File: src/rleb_pkg.sv
package rleb_pkg;

	localparam logic [7:0]  DigitLo    = 8'd47;
	localparam logic [7:0]  DigitHi    = 8'd58;
	localparam logic [7:0]  DigitOne   = 8'd20;
	localparam logic [7:0]  DigitTwo   = 8'd10;
	localparam logic [7:0]  OtherTwo   = 8'd32;
	localparam logic [7:0]  CountTen   = 8'd126;
	localparam logic [7:0]  NewlineB   = 8'd10;
	localparam logic [15:0] LenTen     = 16'd10;
	localparam logic [15:0] LenMax     = 16'hFFFF;
	localparam int          MaxResults = 4;

	typedef struct packed {
		logic [7:0] in_byte;
		logic       in_last;
	} rleb_in_t;

	typedef struct packed {
		logic [7:0] out_byte;
		logic       out_last;
	} rleb_out_t;

	// code bytes for one closed run
	typedef struct packed {
		logic       sym_v;
		logic [7:0] sym_code;
		logic       cnt_v;
		logic [7:0] cnt_code;
	} rleb_code_t;

	function automatic rleb_code_t run_code(input logic [7:0] sym, input logic [15:0] len);
		rleb_code_t c;
		logic       digit;
		digit      = (sym > DigitLo) && (sym < DigitHi);
		c.sym_v    = (len != 16'd0);
		c.cnt_v    = (len > 16'd2);
		if (len == 16'd1) begin
			c.sym_code = digit ? sym - DigitOne : sym;
		end else begin
			c.sym_code = digit ? sym - DigitTwo : sym + OtherTwo;
		end
		c.cnt_code = (len == LenTen) ? CountTen : len[7:0];
		return c;
	endfunction

endpackage

File: src/run_length_byte_encoder_top.sv
// an accepted beat's results go to the result buffer, then to the output register
// throughput: one input beat per cycle while the result buffer is empty; a beat with
// results holds the input until its last byte leaves, one byte a cycle unless out_stall
// reset: arst_n clears the open run and empties the result buffer and the output register
module run_length_byte_encoder_top (
	input  logic              clk,
	input  logic              arst_n,
	input  logic              src_valid,
	output logic              src_stall,
	input  rleb_pkg::rleb_in_t  src_beat,
	output logic              out_valid,
	input  logic              out_stall,
	output rleb_pkg::rleb_out_t out_beat
);
	import rleb_pkg::*;

	logic [7:0]  sym_q;
	logic [15:0] len_q;

	logic [7:0] buf_q [MaxResults];
	logic [2:0] cnt_q;
	logic [1:0] rd_q;

	logic       out_valid_q;
	rleb_out_t  out_q;

	logic        accept;
	logic        move;
	logic        rd_is_end;
	logic        cont;
	logic [7:0]  new_sym;
	logic [15:0] new_len;
	rleb_code_t  old_code;
	rleb_code_t  new_code;
	logic [7:0]  cand_b [5];
	logic        cand_v [5];
	logic [7:0]  res_b [MaxResults];
	logic [2:0]  res_n;

	assign rd_is_end = ({1'b0, rd_q} + 3'd1) == cnt_q;
	assign move      = (cnt_q != 3'd0) && (!out_valid_q || !out_stall);
	// buffer may take a new list when it is empty or its final byte leaves now
	assign src_stall = !((cnt_q == 3'd0) || (move && rd_is_end));
	assign accept    = src_valid && !src_stall;

	always_comb begin
		cont     = (len_q != 16'd0) && (sym_q == src_beat.in_byte);
		old_code = run_code(sym_q, len_q);
		if (cont) begin
			new_sym = sym_q;
			new_len = (len_q == LenMax) ? len_q : len_q + 16'd1;
		end else begin
			new_sym = src_beat.in_byte;
			new_len = 16'd1;
		end
		new_code = run_code(new_sym, new_len);
	end

	always_comb begin
		cand_v[0] = !cont && old_code.sym_v;
		cand_b[0] = old_code.sym_code;
		cand_v[1] = !cont && old_code.cnt_v;
		cand_b[1] = old_code.cnt_code;
		cand_v[2] = src_beat.in_last && new_code.sym_v;
		cand_b[2] = new_code.sym_code;
		cand_v[3] = src_beat.in_last && new_code.cnt_v;
		cand_b[3] = new_code.cnt_code;
		cand_v[4] = src_beat.in_last;
		cand_b[4] = NewlineB;
	end

	// pack the valid candidates in order, at most four of them
	always_comb begin
		res_n = 3'd0;
		for (int i = 0; i < MaxResults; i++) begin
			res_b[i] = 8'd0;
		end
		for (int i = 0; i < 5; i++) begin
			if (cand_v[i]) begin
				res_b[res_n[1:0]] = cand_b[i];
				res_n = res_n + 3'd1;
			end
		end
	end

	always_ff @(posedge clk or negedge arst_n) begin
		if (!arst_n) begin
			sym_q <= 8'd0;
			len_q <= 16'd0;
		end else if (accept) begin
			if (src_beat.in_last) begin
				sym_q <= 8'd0;
				len_q <= 16'd0;
			end else begin
				sym_q <= new_sym;
				len_q <= new_len;
			end
		end
	end

	always_ff @(posedge clk or negedge arst_n) begin
		if (!arst_n) begin
			cnt_q <= 3'd0;
			rd_q  <= 2'd0;
		end else begin
			if (move) begin
				if (rd_is_end) begin
					cnt_q <= 3'd0;
					rd_q  <= 2'd0;
				end else begin
					rd_q <= rd_q + 2'd1;
				end
			end
			if (accept && (res_n != 3'd0)) begin
				cnt_q <= res_n;
				rd_q  <= 2'd0;
			end
		end
	end

	always_ff @(posedge clk) begin
		if (accept && (res_n != 3'd0)) begin
			for (int i = 0; i < MaxResults; i++) begin
				buf_q[i] <= res_b[i];
			end
		end
	end

	always_ff @(posedge clk or negedge arst_n) begin
		if (!arst_n) begin
			out_valid_q <= 1'b0;
		end else if (move) begin
			out_valid_q <= 1'b1;
		end else if (!out_stall) begin
			out_valid_q <= 1'b0;
		end
	end

	always_ff @(posedge clk) begin
		if (move) begin
			out_q.out_byte <= buf_q[rd_q];
			out_q.out_last <= rd_is_end;
		end
	end

	assign out_valid = out_valid_q;
	assign out_beat  = out_q;

endmodule

File: config.mk
export PLATFORM = sky130hd
export DESIGN_NAME = run_length_byte_encoder_top
export DESIGN_NICKNAME = d
export VERILOG_FILES = /design/src/rleb_pkg.sv /design/src/run_length_byte_encoder_top.sv
export SDC_FILE = /design/constraint.sdc
export NUM_CORES = 1
export LEC_CHECK = 0
export ABC_AREA = 1
export BUFFER_PORTS_ARGS = -buffer_cell sky130_fd_sc_hd__buf_4
export CORE_MARGIN = 8
export CORE_UTILIZATION = 63
export CTS_CLUSTER_DIAMETER = 80
export DETAILED_ROUTE_END_ITERATION = 6
export GPL_ROUTABILITY_DRIVEN = 0
export PLACE_DENSITY = 0.81
export SYNTH_ARGS = -nofsm -noshare
export SYNTH_HDL_FRONTEND = slang
export SYNTH_SLANG_ARGS = --single-unit
File: constraint.sdc
create_clock -name clk -period 5.7 [get_ports clk]
set_input_delay 0.285 -clock clk [delete_from_list [all_inputs] [get_ports clk]]
set_output_delay 0.285 -clock clk [all_outputs]
set_load 0.05 [all_outputs]
==> results_dict.tcl, run 1 <==
set metrics [dict create \
    syn_area_per_cell_um2 7.55 \
    fmax_ghz 0.197 \
    stdcell_area_um2 5800 \
    peakVddDrop_uv 205 \
    clock_skew_ns 0.0149 \
    grt_setup_unrepaired "false" \
    synth_seq_cells 71 \
    powerDensity_nw_per_um2 418 \
    reg2reg_depth 25 \
    met2_usage_pct 41.7 \
    drc_errors 0 \
    post-route-min-period_ns 5.08 \
    track_usage_pct 24.4 \
    nNetsFinal 771 \
    dpl_worst_slack_ns 0.707 \
    cts_max_path_buffers 2 \
    worstSetupPathType "flop to flop" \
    synth_edf_count 41 \
    drt_wl_total_mm 13.9 \
    reg2reg_slack_ns 0.62 \
    ios 24 \
    syn_inst 713 \
    gr-total-overflow 0 \
    synth_area_um2 5380 \
    cts_resized 0 \
    final_cells 839 \
    cpPeakStageDelay_ns 0.57 \
    cts_tree "built" \
    synth.most_common_cell "nand2_1" \
    synthTopCellsByCount "nand2_1, inv_1, nor2_1, o21ai_0, nand3_1" \
    wl_per_cell_um 16.6 \
    syn-num-nets 755 \
    cts.sinks 71 \
    regArea_um2 1980 \
    endpoint_kind "flop" \
    die_area_um2 11800 \
    postCtsSetupBuffers 0 \
    area_growth_pct 7.72 \
    ys_warn_count 0 \
    fin_ws_ns 0.623 \
    worstPathArrival_ns 5.06 \
    num_antenna_cells 0 \
    fill_cells 691 \
    via_per_inst 6.06 \
    dp.cells 822 \
    setup-violations-final 0 \
    endpoint "buf_q[2][0]" \
    crit_start "len_q[0]" \
    row_count 33 \
    synth_top_area_share_pct 22.9 \
    yosys_most_used_dff "edfxtp_1" \
    hpwl_mm 10.9 \
    port_buffers 23 \
    ys_seq_area_share_pct 36.8 \
    num_vias 5085 \
    synthTopCellsByArea "edfxtp_1, dfrtp_1, nand2_1" \
    maxCapViolations 0 \
    drive_above_1_share_pct 12.0 \
    grt.met1_usage_pct 30.6 \
    drt.antenna.violating_nets 0 \
    drt_iter0_drc 445 \
    die_w_um 108 \
    core_area_um2 8260 \
    cts-root-buf "clkbuf_8" \
    cts_buffers 9 \
    clock_tree.htree_level_count 3 \
    initial_core_util_pct 65.2 \
    multi_input_comb_area_um2 2940 \
    dieHeight_um 108 \
    clk_latency_ns 0.36 \
    power_leakage_nw 2.67 \
    worstPathRequired_ns 5.68 \
    crit_top_cell "nand2_1" \
    grt_start_max_net_pins 34 \
    r2r_start "len_q[0]" \
    p_total_mw 2.42 \
    synth_top_cell_by_area "edfxtp_1" \
    drt-pass1-iter-count 5 \
    hp-class "primary input to flop" \
    grt_busiest_layer "met2" \
    grt_pass1_vias 4785 \
    slowest_stage "nand2_2" \
    path_max_fanout 33 \
    cp-start-kind "flop" \
    synth_cell_types 44 \
    status "complete, no violations" \
    r2r-end "buf_q[2][0]" \
    async_flop_share_pct 42.3 \
    grt_util_met3_pct 3.15 \
    finalCritPeriodShare_pct 89.1 \
    fin_tns_setup_ns 0 \
    antenna_found_initial 0 \
    slew_headroom_pct 44.6 \
    final-hold-violation-count 0 \
    grt_pass1_wl_mm 23.0 \
    worstMarginPinSlew_ns 0.830 \
    place_area_um2 5590 \
    report.final.slew_viol_count 0 \
    clk_pin_slew_ns 0.09 \
]
-- metrics by stage --
stage	hold WS, ns	utilization (%)
2_1_floorplan	-0.0106	-
3_3_place_gp	0.240	67.7
3_5_place_dp	0.246	67.7
4_1_cts	0.143	70.2
5_1_grt	0.168	70.2
6_report	0.148	70.2
-- timing repair --
action | 4_1_cts | 5_1_grt
hold endpoints to repair | 30 | 0
hold buffers | 1 | 0
endpoints found under the setup margin | 0 | 0
-- layout by cell type, fill, tap and decap left out, types with 3 or more instances in the layout --
cell,count
nor2_1,67
nand3_2,6
nand2_1,149
nor2_4,7
nand2_2,10
o21ai_0,62
o221ai_1,6
a22oi_1,3
o22ai_1,35
xor2_1,6
nor3_1,4
nand2_4,6
a21oi_1,36
xnor2_1,5
inv_2,9
o21ai_1,4
nand4_1,13
clkbuf_8,9
buf_4,24
ha_1,29
a211oi_1,3
nand3_1,48
dfrtp_1,30
o211ai_1,4
edfxtp_1,41
inv_1,83
nor2_2,5
a31oi_1,5
-- area by class of cell --
cell class                      instances  area share (%)
Inverter                               94            6.13
Clock buffer                            9            2.14
Tap cell                              105            2.27
Multi-Input combinational cell        528            50.8
Sequential cell                        71            34.2
Timing Repair Buffer                   25            3.28
Clock inverter                          7            1.25
-- worst min-delay path by stage --
stage | startpoint | endpoint | slack [ns] | cells after the start
final | out_stall | out_valid | 0.15 | 3
after detailed placement | arst_n | len_q[12] | 0.25 | 1
after global routing | out_stall | out_valid | 0.17 | 3
after global placement | arst_n | len_q[12] | 0.24 | 1
after floorplan | arst_n | cnt_q[0] | -0.01 | 0
after CTS | out_stall | out_valid | 0.14 | 3
-- report_power, final --
| group | switching [mW] | total [mW] | internal, mW |
|---|---|---|---|
| Clock | 0.201 | 0.403 | 0.203 |
| Sequential | 0.112 | 0.897 | 0.785 |
| Combinational | 0.783 | 1.12 | 0.341 |
| Total | 1.10 | 2.42 | 1.33 |
-- critical path, delay by kind of cell (launching register included) --
kind	cells	cell delay (ns)
fa+ha+maj	3	0.77
flops	1	0.52
compound gates	2	0.55
buf+inv	5	0.53
simple gates	15	2.31
-- state kept, by name (all words and copies together) (netlist names) --
name / flops
out_beat: 9
sym_q: 8
buf_q: 32
rd_q: 2
len_q: 16
cnt_q: 3
out_valid: 1
-- metal layers --
metal	vias to the layer above	part of all wire, %
met5	-	0
met4	0	2.8
met3	47	7.3
met2	245	48
met1	2330	42
li1	2463	-
-- logic make-up (layout without fill, tap and decap cells) --
kind of cell | after synthesis | after routing | synth area share, %
xor gates and xnor gates | 11 | 11 | 1.79
buffers and inverters | 114 | 135 | 8.51
AOI/OAI and AO/OA | 166 | 166 | 17.9
DFF | 71 | 71 | 36.8
and+or+nand+nor | 322 | 322 | 28.3
adders and majority gates | 29 | 29 | 6.74
Note: power is estimated with default switching activity, not from simulation.
==> run 2: changes to the inputs <==
PLACE_DENSITY = 0.9   (was 0.81)
SLEW_MARGIN = 25   (was not set)
==> run 2 against run 1 <==
Power is 3.3% higher; sequential power barely moved; highest routed layer unchanged; wire length is 2.8% higher; non-clock buffer count unchanged; critical path depth did not move; register-to-register slack better by 0.08 ns; worst setup slack improved by 0.082 ns.
==> results_dict.tcl, run 2 (synthesized netlist as in run 1, its figures left out) <==
set metrics [dict create \
    mostFrequentLayoutCells "nand2_1, inv_1, nor2_1" \
    final_common_cell "nand2_1" \
    final_cells 839 \
    row_count 33 \
    drive_above_1_share_pct 12.1 \
    clock_tree.htree_level_count 3 \
    hold_slack_ns 0.154 \
    r2r-end "buf_q[2][0]" \
    drt_iter0_drc 495 \
    num_vias 5246 \
    wl_per_cell_um 17.1 \
    status "complete, no violations" \
    peakVddDrop_uv 236 \
    cts-root-buf "clkbuf_8" \
    worstSetupPathType "flop to flop" \
    grt_setup_unrepaired "false" \
    report.final.slew_viol_count 0 \
    drt.antenna.violating_nets 0 \
    grt_pass1_wl_mm 23.5 \
    fmax_ghz 0.200 \
    endpoint "buf_q[2][0]" \
    largest_register_ff_count 32 \
    dp.cells 822 \
    largest_register "buf_q" \
    min-delay-start "out_stall" \
    hpwl_mm 10.7 \
    place_area_um2 5590 \
    initial_core_util_pct 65.2 \
    endpoint_kind "flop" \
    reg2reg_slack_ns 0.70 \
    cts_tree "built" \
    cts.sinks 71 \
    worstMarginPinSlew_ns 0.869 \
    crit_start "len_q[0]" \
    num_antenna_cells 0 \
    core_area_um2 8260 \
    final-hold-violation-count 0 \
    antenna_found_initial 0 \
    cts_max_path_buffers 2 \
    finalCritPeriodShare_pct 87.6 \
    port_buffers 23 \
    fin_tns_setup_ns 0 \
    setup-violations-final 0 \
    die_w_um 108 \
    power_leakage_nw 2.68 \
    ios 24 \
    track_usage_pct 25.0 \
    worstPathRequired_ns 5.71 \
    via_per_inst 6.25 \
    hp-class "primary input to flop" \
    stdcell_area_um2 5840 \
    worstPathArrival_ns 5.00 \
    cts_buffers 9 \
    area_growth_pct 8.41 \
    slew_headroom_pct 41.9 \
    nNetsFinal 771 \
    grt_start_max_net_pins 34 \
    drt-pass1-iter-count 6 \
    clk_latency_ns 0.36 \
    die_area_um2 11800 \
    reg2reg_depth 25 \
    path_max_fanout 33 \
    r2r_start "len_q[0]" \
    cp-start-kind "flop" \
    powerDensity_nw_per_um2 429 \
    dieHeight_um 108 \
    maxCapViolations 0 \
    drt_wl_total_mm 14.3 \
    gr-total-overflow 0 \
    post-route-min-period_ns 5.00 \
    clk_pin_slew_ns 0.09 \
    grt_pass1_vias 5108 \
    drc_errors 0 \
    clock_skew_ns 0.0190 \
]
==> run 2: cell types whose count changed in the layout (fill, tap and decap cells not counted) <==
cell and change:
bufinv_16 +1, clkinv_1 -1, clkinv_2 -1, inv_8 +1
nand2_2 -1, nand2_4 +1
==> run 2: per-stage QoR <==
stage	power [mW]	setup slack (ns)	util, %
after global routing	2.65	0.216	70.7
after global placement	1.96	1.01	67.7
final	2.50	0.705	70.7
after CTS	2.49	0.595	70.6
after floorplan	1.71	1.46	-
after detailed placement	2.02	0.694	67.7
==> run 2: cell type report <==
type	count	area (um2)
repair buffers	25	190
fillers	611	2420
well taps	105	131
flip-flops and latches	71	1980
clock inverters	7	105
multi-input cells	528	2950
clock buffers	9	124
inverters	94	355
==> run 2: worst min path at each step <==
stage                     cells past startpoint        end  slack [ns]
after floorplan                               0   cnt_q[0]       -0.01
after global routing                          3  out_valid        0.15
after global placement                        1  out_valid        0.25
final                                         3  out_valid        0.15
after CTS                                     3  out_valid        0.15
after detailed placement                      1    rd_q[1]        0.25
==> run 2: critical path, cell delays in order (launching register included) <==
cell and delay [ns]:
dfrtp_1 0.52, inv_2 0.13, ha_1 0.23, nand2_1 0.07, nor2_1 0.04, nand2_1 0.11
inv_2 0.06, nor2_4 0.40, nand2_2 0.25, nand3_2 0.14, nor2_2 0.04, nand2_2 0.12
nand2_2 0.10, o21ai_0 0.30, inv_1 0.14, ha_1 0.31, a21oi_1 0.24, inv_1 0.10
ha_1 0.25, nand2_1 0.12, inv_1 0.10, nand2_1 0.13, nand2_1 0.08, nand2_1 0.08
nand3_2 0.16, nand2_4 0.38
==> run 2: per-layer routing <==
| layer | vias to the layer above | GRT usage (%) | share of wire, % |
|---|---|---|---|
| met5 | - | 0 | 0 |
| met4 | 0 | 13.7 | 4.1 |
| met3 | 64 | 5.53 | 9.7 |
| met2 | 323 | 41.8 | 48 |
| met1 | 2390 | 29.1 | 39 |
| li1 | 2469 | - | - |
==> run 2: report_power, final <==
part	switching (mW)	total [mW]	internal [mW]
clock network	0.222	0.475	0.253
registers	0.111	0.895	0.783
logic	0.791	1.14	0.344
total	1.12	2.50	1.38
==> run 2: repair_timing <==
item / in CTS / in global routing
endpoints found under the hold margin: 30 / 0
setup endpoints to repair: 0 / 6
setup buffers: 0 / 0
resized for setup: 0 / 1
hold buffers: 1 / 0
==> run 3: changes to the inputs <==
ABC_AREA = 0   (was 1)
CAP_MARGIN = 20   (was not set)
CORE_ASPECT_RATIO = 2   (was not set)
==> run 3 against run 2 <==
The flow now finishes with violations (DRC); cell count is 14% lower; clock power is 16% higher; hold slack better by 0.044 ns; power is 0.78% higher; design area is 6.2% higher; largest power group unchanged.
==> results_dict.tcl, run 3 <==
set metrics [dict create \
    die_area_um2 12700 \
    largest_register "buf_q" \
    nNetsFinal 659 \
    setup-violations-final 0 \
    mostFrequentLayoutCells "nand2_1, edfxtp_1, a21oi_1" \
    r2r-end "buf_q[0][7]" \
    die_w_um 83.7 \
    synth_top_cell_by_area "edfxtp_1" \
    clock_tree.htree_level_count 3 \
    stdcell_area_um2 6200 \
    final_common_cell "nand2_1" \
    cts_tree "built" \
    reg2reg_slack_ns 0.33 \
    worstPathCellList "ha_1 -> nand3_1 -> nor4_4 -> buf_4 -> o21ai_1 -> nand4_4 -> o41ai_4 -> nor3_1 -> a21oi_1 -> ha_1 -> a21o_1 -> ha_1 -> nand2_1 -> o21ai_0 -> nor2_1 -> a221oi_1 -> o211ai_1 -> o21ai_2 -> buf_4" \
    drt.antenna.violating_nets 0 \
    maxCapViolations 0 \
    cpPeakStageDelay_ns 0.53 \
    ios 24 \
    cts_max_path_buffers 2 \
    async_flop_share_pct 42.3 \
    status "complete, but fails checks" \
    fin_ws_ns 0.335 \
    gr-total-overflow 0 \
    via_per_inst 7.47 \
    endpoint_kind "flop" \
    slew_headroom_pct 37.8 \
    cp.depth 19 \
    drt_iter0_drc 825 \
    synth_seq_cells 71 \
    grt_start_max_net_pins 33 \
    initial_core_util_pct 64.5 \
    cts-root-buf "clkbuf_16" \
    slowest_stage "o41ai_4" \
    crit_top_cell "ha_1" \
    critPathTopFamily "compound AO/OA/AOI/OAI gates" \
    num_antenna_cells 0 \
    grt_pass1_vias 5315 \
    clock_skew_ns 0.0109 \
    post-route-min-period_ns 5.37 \
    cp-start-kind "flop" \
    row_count 49 \
    worstPathRequired_ns 5.71 \
    track_usage_pct 27.2 \
    synthTopCellsByCount "nand2_1, edfxtp_1, a21oi_1, o21ai_0, dfrtp_1" \
    hpwl_mm 12.3 \
    synth_cell_types 87 \
    synth.most_common_cell "nand2_1" \
    num_vias 5405 \
    worstPathArrival_ns 5.37 \
    worstSetupPathType "flop to flop" \
    drt_wl_total_mm 16.8 \
    path_max_fanout 32 \
    fmax_ghz 0.186 \
    cts.sinks 71 \
    dieHeight_um 151 \
    r2r_start "len_q[1]" \
    reg2reg_depth 19 \
    synth_area_um2 5780 \
    endpoint "buf_q[0][7]" \
    dp.cells 705 \
    ys_seq_area_share_pct 34.3 \
    crit_start "len_q[1]" \
    core_area_um2 8950 \
    dpl_worst_slack_ns 0.355 \
    clk_latency_ns 0.36 \
    powerDensity_nw_per_um2 407 \
    syn_inst 627 \
    failed_checks "DRC" \
    clk_pin_slew_ns 0.07 \
    peakVddDrop_uv 311 \
    largest_register_ff_count 32 \
    synthTopCellsByArea "edfxtp_1, dfrtp_1, ha_1" \
    ys_warn_count 0 \
    drc_errors 3 \
    synth_edf_count 41 \
    worstMarginPinSlew_ns 0.924 \
    place_area_um2 5870 \
    final-hold-violation-count 0 \
    port_buffers 23 \
    final_cells 724 \
    power_leakage_nw 2.40 \
    antenna_found_initial 0 \
    finalCritPeriodShare_pct 94.1 \
    syn-num-nets 669 \
    drt-pass1-iter-count 7 \
    synth_top_area_share_pct 21.3 \
    report.final.slew_viol_count 0 \
    fin_tns_setup_ns 0 \
    area_growth_pct 7.28 \
    cts_buffers 9 \
    yosys_most_used_dff "edfxtp_1" \
    fin_util_pct 69.2 \
    p_total_mw 2.52 \
    drive_above_1_share_pct 15.6 \
    hold_slack_ns 0.198 \
    hp-class "primary input to flop" \
    syn_area_per_cell_um2 9.21 \
    path_buf_inv 2 \
    grt_pass1_wl_mm 27.3 \
    wl_per_cell_um 23.2 \
]
-- run 3: cell count changes in the layout (fill, tap and decap cells not counted), moves of 27 or more --
cell	before	now
inv_1	83	22
o21ai_0	62	31
o22ai_1	35	1
nor2_1	67	29
nand2_1	149	76
nand3_1	48	21
-- run 3: area by class of cell --
| cell class | instances | area [um2] |
|---|---|---|
| clock buffer | 9 | 225 |
| clock inverter | 7 | 61.3 |
| fill | 675 | 2750 |
| inverter | 23 | 86.3 |
| multi-input combinational | 477 | 3450 |
| sequential | 71 | 1980 |
| tap | 102 | 128 |
| timing repair buffer | 35 | 265 |
-- run 3: worst min path at each step --
stage               cells past startpoint       from         to
floorplan                               0     arst_n   cnt_q[0]
global placement                        1     arst_n   sym_q[1]
detailed placement                      1     arst_n   sym_q[1]
CTS                                     3  out_stall  out_valid
global route                            3  out_stall  out_valid
finish                                  3  out_stall  out_valid
-- run 3: repair_timing --
item	in CTS	in global routing
hold buffers	1	0
buffers inserted	0	2
resized for setup	0	4
endpoints found under the hold margin	30	0
setup endpoints to repair	0	32
-- run 3: power by group --
group	switching, mW	leakage (nW)	total, mW	internal (mW)
combinational	0.728	1.48	1.13	0.398
sequential	0.120	0.785	0.849	0.729
clock	0.247	0.135	0.549	0.303
-- run 3: worst reg2reg max path, cell delays in order (launching register included) --
cell      delay (ns)
dfrtp_1         0.50
ha_1            0.32
nand3_1         0.28
nor4_4          0.10
buf_4           0.18
o21ai_1         0.28
nand4_4         0.21
o41ai_4         0.54
nor3_1          0.10
a21oi_1         0.36
ha_1            0.33
a21o_1          0.19
ha_1            0.31
nand2_1         0.06
o21ai_0         0.14
nor2_1          0.11
a221oi_1        0.28
o211ai_1        0.23
o21ai_2         0.10
buf_4           0.37
-- run 3: cell families (layout without fill, tap and decap cells) --
kind of cell    after synthesis  in the layout  synth area share, %
compound gates              187            187                 23.9
buf+inv                      79             74                 6.35
flops                        71             71                 34.3
fa+ha+maj                    29             29                 6.28
simple gates                217            217                 20.1
xor+xnor                     26             26                 4.07
mux                          18             18                 4.94
-- run 3: layer usage --
layer  wire length (um)  vias to the layer above  GRT usage (%)
li1                   -                     2352              -
met1               5440                     2482           25.6
met2               8540                      417           47.7
met3               1340                      154           7.75
met4               1470                        0           22.3
met5                  0                        -              0
